--- config.mk ---
export PLATFORM = sky130hd
export DESIGN_NAME = lru_page_fault_counter_core
export DESIGN_NICKNAME = d
export VERILOG_FILES = /design/src/design/lpfc_pkg.sv /design/src/design/lpfc_cell.sv /design/src/design/lru_page_fault_counter_core.sv
export SDC_FILE = /design/constraint.sdc
export NUM_CORES = 2
export LEC_CHECK = 0
export BUFFER_PORTS_ARGS = -buffer_cell sky130_fd_sc_hd__buf_2
export CORE_MARGIN = 1
export CORE_UTILIZATION = 60
export DETAILED_ROUTE_END_ITERATION = 10
export PLACE_DENSITY_LB_ADDON = 0.05
export SYNTH_ARGS = -nofsm -noshare
export SYNTH_HDL_FRONTEND = slang
export SYNTH_HIERARCHICAL = 1
export SYNTH_SLANG_ARGS = --single-unit
export TNS_END_PERCENT = 5
--- constraint.sdc ---
create_clock -name clk -period 13.55 [get_ports clk]
set_input_delay 3.3875 -clock clk [delete_from_list [all_inputs] [get_ports clk]]
set_output_delay 3.3875 -clock clk [all_outputs]
set_load 0.02 [all_outputs]
--- src/design/lpfc_pkg.sv ---
`default_nettype none
package lpfc_pkg;

  // Fixed field widths of the streaming words
  localparam int unsigned PAGE_FIELD_W = 16;
  localparam int unsigned FAULT_W      = 16;
  localparam int unsigned CFG_W        = 8;

  localparam logic [CFG_W-1:0]   CAP_RESET = 8'd4;
  localparam logic [FAULT_W-1:0] FAULT_MAX = 16'hFFFF;

  // Strobes from the sequencer to every cell of the row
  typedef struct packed {
    logic cmp_en;  // latch match flag against the incoming page
    logic upd_en;  // apply the shift for this word
    logic hit;     // some cell matched
  } lpfc_ctl_t;

endpackage
`default_nettype wire

--- src/design/lpfc_cell.sv ---
`default_nettype none
module lpfc_cell #(
  parameter int unsigned PAGE_W = 16,
  parameter int unsigned OCC_W  = 8,
  parameter int unsigned IDX_W  = 7,
  parameter int unsigned IDX    = 0
) (
  input  wire logic               clk,
  input  wire lpfc_pkg::lpfc_ctl_t ctl,
  input  wire logic [OCC_W-1:0]   occ,
  input  wire logic [IDX_W-1:0]   hit_pos,
  input  wire logic [PAGE_W-1:0]  key,
  input  wire logic [PAGE_W-1:0]  shift_in,
  output logic      [PAGE_W-1:0]  page_q,
  output logic                    match_q,
  output logic      [PAGE_W-1:0]  evict_part
);
  import lpfc_pkg::*;

  logic [PAGE_W-1:0] page_r;
  logic              match_r;
  logic              live;
  logic              is_lru;
  logic              shift_en;

  // Cell 0 is the most recent entry; the entry at occ-1 is the LRU one
  assign live     = occ > OCC_W'(IDX);
  assign is_lru   = occ == OCC_W'(IDX + 1);
  assign shift_en = ctl.upd_en && (!ctl.hit || (IDX_W'(IDX) <= hit_pos));

  always_ff @(posedge clk) begin
    if (ctl.cmp_en) begin
      match_r <= live && (page_r == key);
    end
    if (shift_en) begin
      page_r <= shift_in;
    end
  end

  assign page_q     = page_r;
  assign match_q    = match_r;
  assign evict_part = is_lru ? page_r : '0;

endmodule
`default_nettype wire

--- src/design/lru_page_fault_counter_core.sv ---
// LRU page replacement with a saturating page-fault counter.
// An accepted word is compared, then the row shifts and its result word is registered.
// No new word is taken before that shift, which waits on a full, untaken output register.
// The next input word is taken while an earlier result still waits in the output register.
// Reset (rst_n low, synchronous): list empty, fault count zero, frame capacity 4.
`default_nettype none
module lru_page_fault_counter_core #(
  parameter int unsigned MAX_FRAMES = 128,
  parameter int unsigned PAGE_BITS  = 16
) (
  input  wire logic                              clk,
  input  wire logic                              rst_n,
  // input word
  input  wire logic                              in_tvalid,
  output logic                                   in_tready,
  input  wire logic [lpfc_pkg::PAGE_FIELD_W-1:0] in_tdata,   // [15:0] page_number
  input  wire logic [0:0]                        in_tuser,   // [0] sequence_start
  // result word
  output logic                                   out_tvalid,
  input  wire logic                              out_tready,
  output logic [31:0]                            out_tdata,  // [15:0] fault_total,
                                                             // [31:16] evicted_page
  output logic [1:0]                             out_tuser,  // [0] was_hit, [1] evict_valid
  // frame capacity register
  input  wire logic                              cfg_valid,
  output logic                                   cfg_ready,
  input  wire logic [lpfc_pkg::CFG_W-1:0]        cfg_data
);
  import lpfc_pkg::*;

  localparam int unsigned OCC_W = $clog2(MAX_FRAMES + 1);
  localparam int unsigned IDX_W = $clog2(MAX_FRAMES);
  localparam int unsigned CAP_W = (OCC_W > CFG_W) ? OCC_W : CFG_W;

  typedef enum logic [1:0] {
    ST_IDLE = 2'b01,  // ready for an input word
    ST_UPD  = 2'b10   // match flags latched, waiting to shift and publish
  } state_t;

  state_t             state_r, state_nxt;
  logic [OCC_W-1:0]   occ_r, occ_nxt;
  logic [FAULT_W-1:0] fault_r, fault_nxt;
  logic [CFG_W-1:0]   cap_r;
  logic [PAGE_BITS-1:0] key_r;

  logic               out_valid_r;
  logic               out_hit_r, out_evict_r;
  logic [FAULT_W-1:0] out_fault_r;
  logic [PAGE_FIELD_W-1:0] out_victim_r;

  logic               in_acc;
  logic               upd_go;
  logic [OCC_W-1:0]   occ_view;
  logic [PAGE_BITS-1:0] in_key;
  lpfc_ctl_t          ctl;

  logic [MAX_FRAMES-1:0] match_vec;
  logic [PAGE_BITS-1:0]  page_vec  [MAX_FRAMES];
  logic [PAGE_BITS-1:0]  evict_vec [MAX_FRAMES];
  logic [IDX_W-1:0]      hit_pos;
  logic [PAGE_BITS-1:0]  victim;
  logic                  hit;
  logic                  evict;
  logic [CAP_W-1:0]      cap_eff;

  // --------------------------------------------------------------------------
  // Handshakes
  // --------------------------------------------------------------------------
  assign in_tready = (state_r == ST_IDLE);
  assign in_acc    = in_tvalid && in_tready;
  assign upd_go    = (state_r == ST_UPD) && (!out_valid_r || out_tready);
  assign cfg_ready = 1'b1;

  // Page bits beyond PAGE_BITS are dropped (or zero-filled for wide builds)
  assign in_key = PAGE_BITS'(in_tdata);

  // A sequence start empties the list before the compare, so the cells see
  // zero occupancy on that word.
  assign occ_view = (in_acc && in_tuser[0]) ? '0 : occ_r;

  assign ctl.cmp_en = in_acc;
  assign ctl.upd_en = upd_go;
  assign ctl.hit    = hit;

  // --------------------------------------------------------------------------
  // Row of cells: cell 0 most recent, shifting toward higher indexes
  // --------------------------------------------------------------------------
  for (genvar g = 0; g < MAX_FRAMES; g++) begin : g_cell
    logic [PAGE_BITS-1:0] sin;
    if (g == 0) begin : g_head
      assign sin = key_r;
    end else begin : g_body
      assign sin = page_vec[g-1];
    end

    lpfc_cell #(
      .PAGE_W (PAGE_BITS),
      .OCC_W  (OCC_W),
      .IDX_W  (IDX_W),
      .IDX    (g)
    ) u_cell (
      .clk        (clk),
      .ctl        (ctl),
      .occ        (occ_view),
      .hit_pos    (hit_pos),
      .key        (in_key),
      .shift_in   (sin),
      .page_q     (page_vec[g]),
      .match_q    (match_vec[g]),
      .evict_part (evict_vec[g])
    );
  end

  // Match flags are one-hot (resident pages are unique); OR-encode the
  // position and collect the LRU cell's page.
  always_comb begin
    hit_pos = '0;
    victim  = '0;
    for (int i = 0; i < MAX_FRAMES; i++) begin
      if (match_vec[i]) begin
        hit_pos = hit_pos | IDX_W'(i);
      end
      victim = victim | evict_vec[i];
    end
  end

  assign hit = |match_vec;

  // Capacity of zero acts as one frame; above the built depth it saturates
  always_comb begin
    if (cap_r == '0) begin
      cap_eff = CAP_W'(1);
    end else if (CAP_W'(cap_r) > CAP_W'(MAX_FRAMES)) begin
      cap_eff = CAP_W'(MAX_FRAMES);
    end else begin
      cap_eff = CAP_W'(cap_r);
    end
  end

  assign evict = !hit && (CAP_W'(occ_r) >= cap_eff) && (occ_r != '0);

  // --------------------------------------------------------------------------
  // Sequencer and counters
  // --------------------------------------------------------------------------
  always_comb begin
    state_nxt = state_r;
    occ_nxt   = occ_r;
    fault_nxt = fault_r;
    unique case (state_r)
      ST_IDLE: begin
        if (in_acc) begin
          state_nxt = ST_UPD;
          if (in_tuser[0]) begin
            occ_nxt   = '0;
            fault_nxt = '0;
          end
        end
      end
      ST_UPD: begin
        if (upd_go) begin
          state_nxt = ST_IDLE;
          if (!hit) begin
            if (fault_r != FAULT_MAX) begin
              fault_nxt = fault_r + FAULT_W'(1);
            end
            // eviction frees a slot that the new page takes right away
            if (!evict && (occ_r != OCC_W'(MAX_FRAMES))) begin
              occ_nxt = occ_r + OCC_W'(1);
            end
          end
        end
      end
      default: state_nxt = ST_IDLE;
    endcase
  end

  always_ff @(posedge clk) begin
    if (!rst_n) begin
      state_r     <= ST_IDLE;
      occ_r       <= '0;
      fault_r     <= '0;
      cap_r       <= CAP_RESET;
      out_valid_r <= 1'b0;
    end else begin
      state_r <= state_nxt;
      occ_r   <= occ_nxt;
      fault_r <= fault_nxt;
      if (cfg_valid && cfg_ready) begin
        cap_r <= cfg_data;
      end
      if (upd_go) begin
        out_valid_r <= 1'b1;
      end else if (out_tready) begin
        out_valid_r <= 1'b0;
      end
    end
  end

  // Payload registers
  always_ff @(posedge clk) begin
    if (in_acc) begin
      key_r <= in_key;
    end
    if (upd_go) begin
      out_hit_r    <= hit;
      out_evict_r  <= evict;
      out_fault_r  <= fault_nxt;
      out_victim_r <= evict ? PAGE_FIELD_W'(victim) : '0;
    end
  end

  assign out_tvalid = out_valid_r;
  assign out_tdata  = {out_victim_r, out_fault_r};
  assign out_tuser  = {out_evict_r, out_hit_r};

  // --------------------------------------------------------------------------
  // Assertions
  // --------------------------------------------------------------------------
  a_match_onehot: assert property (@(posedge clk) disable iff (!rst_n)
    (state_r == ST_UPD) |-> $onehot0(match_vec))
    else $error("more than one cell matched the page");

  a_occ_bound: assert property (@(posedge clk) disable iff (!rst_n)
    occ_r <= OCC_W'(MAX_FRAMES))
    else $error("occupancy beyond built depth");

  a_hit_no_evict: assert property (@(posedge clk) disable iff (!rst_n)
    out_valid_r |-> !(out_hit_r && out_evict_r))
    else $error("hit word reports an eviction");

  a_hit_keeps_occ: assert property (@(posedge clk) disable iff (!rst_n)
    (upd_go && hit) |=> (occ_r == $past(occ_r)))
    else $error("occupancy changed on a hit");

  a_miss_counts: assert property (@(posedge clk) disable iff (!rst_n)
    (upd_go && !hit) |=> (out_fault_r != '0))
    else $error("miss left fault count at zero");

endmodule
`default_nettype wire

==> out/metrics.cfg <==
[run_status]
status = finished, violations left
failed_checks = capacitance limit, slew limit

[clock_tree]
cts_sinks = 2261
cts_max_level = 4
clkTransAtPathRegs_ps = 60
cts_buffer_depth = 3
cts_setup_buffers = 0
cts_buffers = 236
cts_hold_buffers = 0
tritoncts = done
cts_resized = 0
clkLatencyLatePin_ps = 920
clock-root-buffer = clkbuf_16

[yosys]
synth_top_family_by_area = simple AND/OR/NAND/NOR gates
synth_nets = 9511
yosys.area_share.simple = 0.241
synth.distinct_cells = 108
yosysTopAreaCellShare = 0.555
muxShareOfSynthArea = 0.000915
yosysSeqAreaShare = 0.561
synth_fa_ha_area_frac = 0.00135
synth_xor_area_frac = 0.149
syn_area_um2 = 120000
synthFlopType = edfxtp_1
syn_inst = 9468
yosys.area.top_type = edfxtp_1
async_reset_ff_frac = 0
avgSynthCellArea_um2 = 12.7
yosysMostFrequentCell = edfxtp_1
synth_edf_count = 2226
synth-compound-area-share = 0.0314
synthTopCellsByArea = edfxtp_1 56%, xor2_1 12%, and2_1 9.6%
synth_commonest_cells = 2226 x edfxtp_1, 1848 x and2_1, 1626 x xor2_1
yosysWarnings = 6
ys_ff_latch = 2261

[critical_path]
r2r_end = out_victim_r[2]
cp-end-kind = register
cp.arrival_ps = 9920
cp_top_family = simple AND/OR/NAND/NOR gates
required_ps = 14150
r2r-start = state_r[1]
rrSetupSlack_ps = 6190
cp-start-kind = input port
cpPeakStageDelay_ps = 1420
critical_path_class = in2reg
cp_max_fo = 49
cp_cell_sequence = buf_2 -> nand3_1 -> and2_4 -> buf_4 -> buf_4 -> nor2_1 -> nand3_1 -> nor2_2 -> and2_1 -> nor4_1 -> nand4_1 -> nor4_1 -> a21oi_1
setup.worst_path.start = in_tvalid
endpoint = out_victim_r[2]
cp_num_cells = 13
slowest_stage = nor4_1
reg2reg_depth = 14
cp_num_buf_inv = 3

[grt]
grt_overflow = 0
antenna_found_initial = 55
grt_pass1_vias = 85231
grt_pass1_wl_um = 684000
grt_start_max_net_pins = 128
track_usage = 0.483

[timing]
period_needed_ps = 9320
finalHoldViolations = 0
setup_viol = 0
relSlewSlack = -0.0898
rsz0062_at_grt = no
final.setup.tns_ps = 0
tightest_slew_ps = 1620
slew_viol_final = 13
post-route-period-util = 0.688
fmax_mhz = 107
fin_skew_ps = 33.7

[place]
routabilityCongestion = 1.10
post_dp_cell_area_um2 = 125000
dp_cells = 12277
dp_hpwl_um = 346000
place.port_buffers = 65

[die]
start_util = 0.604
coreArea_um2 = 199000
die-height_um = 450
pin_count = 67
fp-row-count = 164
die_area_um2 = 202000
die_x_um = 450

[worst_hold_path]
hold_class = reg2reg
worstHoldStart = g_cell[0].sin[3]

[flow_run]
max_cap_viol_count = 10

[power_and_ir_drop]
p_leak_nw = 40.3
vdd_drop_max_v = 0.000160
total_power_mw = 15.2
power_density_nw_per_um2 = 115

[route]
vias = 90192
wire_per_inst_um = 39.0
first_pass_iters = 6
via_per_inst = 7.07
wirelength_um = 497000
drc = 0
antenna_left = 0
drt_first_iter_violations = 13901

[final_layout]
finalNonFillerCells = 12751
final_nets = 9902
syn2layout_area_growth_pct = 10.4
post-route-util = 0.666
design_area_um2 = 133000
fillers = 14700
drive_above_1_share = 0.124

==> logic make-up (layout without fill, tap and decap cells) <==
group / count (synthesis) / in the layout
AND/OR/NAND/NOR: 4333 / 4333
other: 1 / 28
XOR/XNOR: 2050 / 2050
buffers and inverters: 250 / 850
adder cells (fa/ha/maj): 13 / 13
flip-flops: 2261 / 2261
AO/OA/AOI/OAI: 549 / 549
multiplexers: 11 / 11
==> sequential cells by signal (all words and copies together), names as in the netlist <==
signal                 flops
out_evict_r                1
out_hit_r                  1
occ_r                      8
g_cell.u_cell/page_q    2048
cap_r                      8
out_fault_r               16
g_cell.sin                16
out_victim_r              16
out_tvalid                 1
g_cell.u_cell/match_q    128
state_r                    2
fault_r                   16
==> metrics by stage <==
| step | hold WS [ps] | setup slack, ps |
|---|---|---|
| floorplan | 400 | 2310 |
| global placement | 401 | 3700 |
| detailed placement | 405 | 3740 |
| CTS | 417 | 4730 |
| global route | 428 | 4550 |
| finish | 416 | 4230 |
==> layer usage <==
metal	wire, um	share of wire	GRT usage	vias up
li1	-	-	-	36041
met1	168000	0.34	0.595	44493
met2	216000	0.43	0.719	7540
met3	63500	0.13	0.130	2058
met4	49900	0.10	0.386	60
met5	443	0.00089	0	-
==> layout make-up <==
class	instances	area, um2	area share
inverter	103	399	0.00300
sequential	2261	67500	0.508
antenna	27	67.6	0.000508
clock buffer	296	6210	0.0468
timing repair buffer	300	2470	0.0186
multi-input combinational	6957	51400	0.387
clock inverter	151	1450	0.0109
tap	2656	3320	0.0250
==> cell usage in the layout (no fill, tap or decap), types with 24 or more instances in the layout <==
cell       Yosys  routed
nand4_1      357     357
o21ai_0       66      66
buf_2          2      51
buf_4          9     215
nand3_1       79      78
nor3_1        62      62
a21boi_1      30      64
and3_1        52      52
and2_2       205     205
inv_1        101     100
clkinv_2       0      41
clkbuf_1      16      54
clkbuf_16      0     238
clkinv_1       1      50
nor4_4        34      34
dfxtp_1       35      35
a31oi_1       61      33
diode_2        0      27
and2_1      1848    1839
nor2_1       166     166
nor4_1      1000     973
nor4_2        57      84
edfxtp_1    2226    2226
xnor2_1      424     424
o21a_1        24      24
nand2_1      137     133
xor2_1      1626    1626
a21oi_1      111     111
a31oi_2        0      28
==> worst min path at each step <==
stage,to,slack [ps],cells past startpoint
6_report,g_cell[0].u_cell/page_q[3],420,0
5_1_grt,g_cell[0].u_cell/page_q[1],430,0
4_1_cts,g_cell[0].u_cell/page_q[1],420,0
3_5_place_dp,g_cell[0].u_cell/page_q[12],400,0
3_3_place_gp,g_cell[0].u_cell/page_q[1],400,0
2_1_floorplan,g_cell[0].u_cell/page_q[0],400,0
==> where the power goes <==
group,internal [mW],total [mW],switching (mW)
registers,7.73,7.83,0.102
clock network,3.68,6.59,2.91
logic,0.223,0.806,0.583
Power figures use the tool's default switching activity.
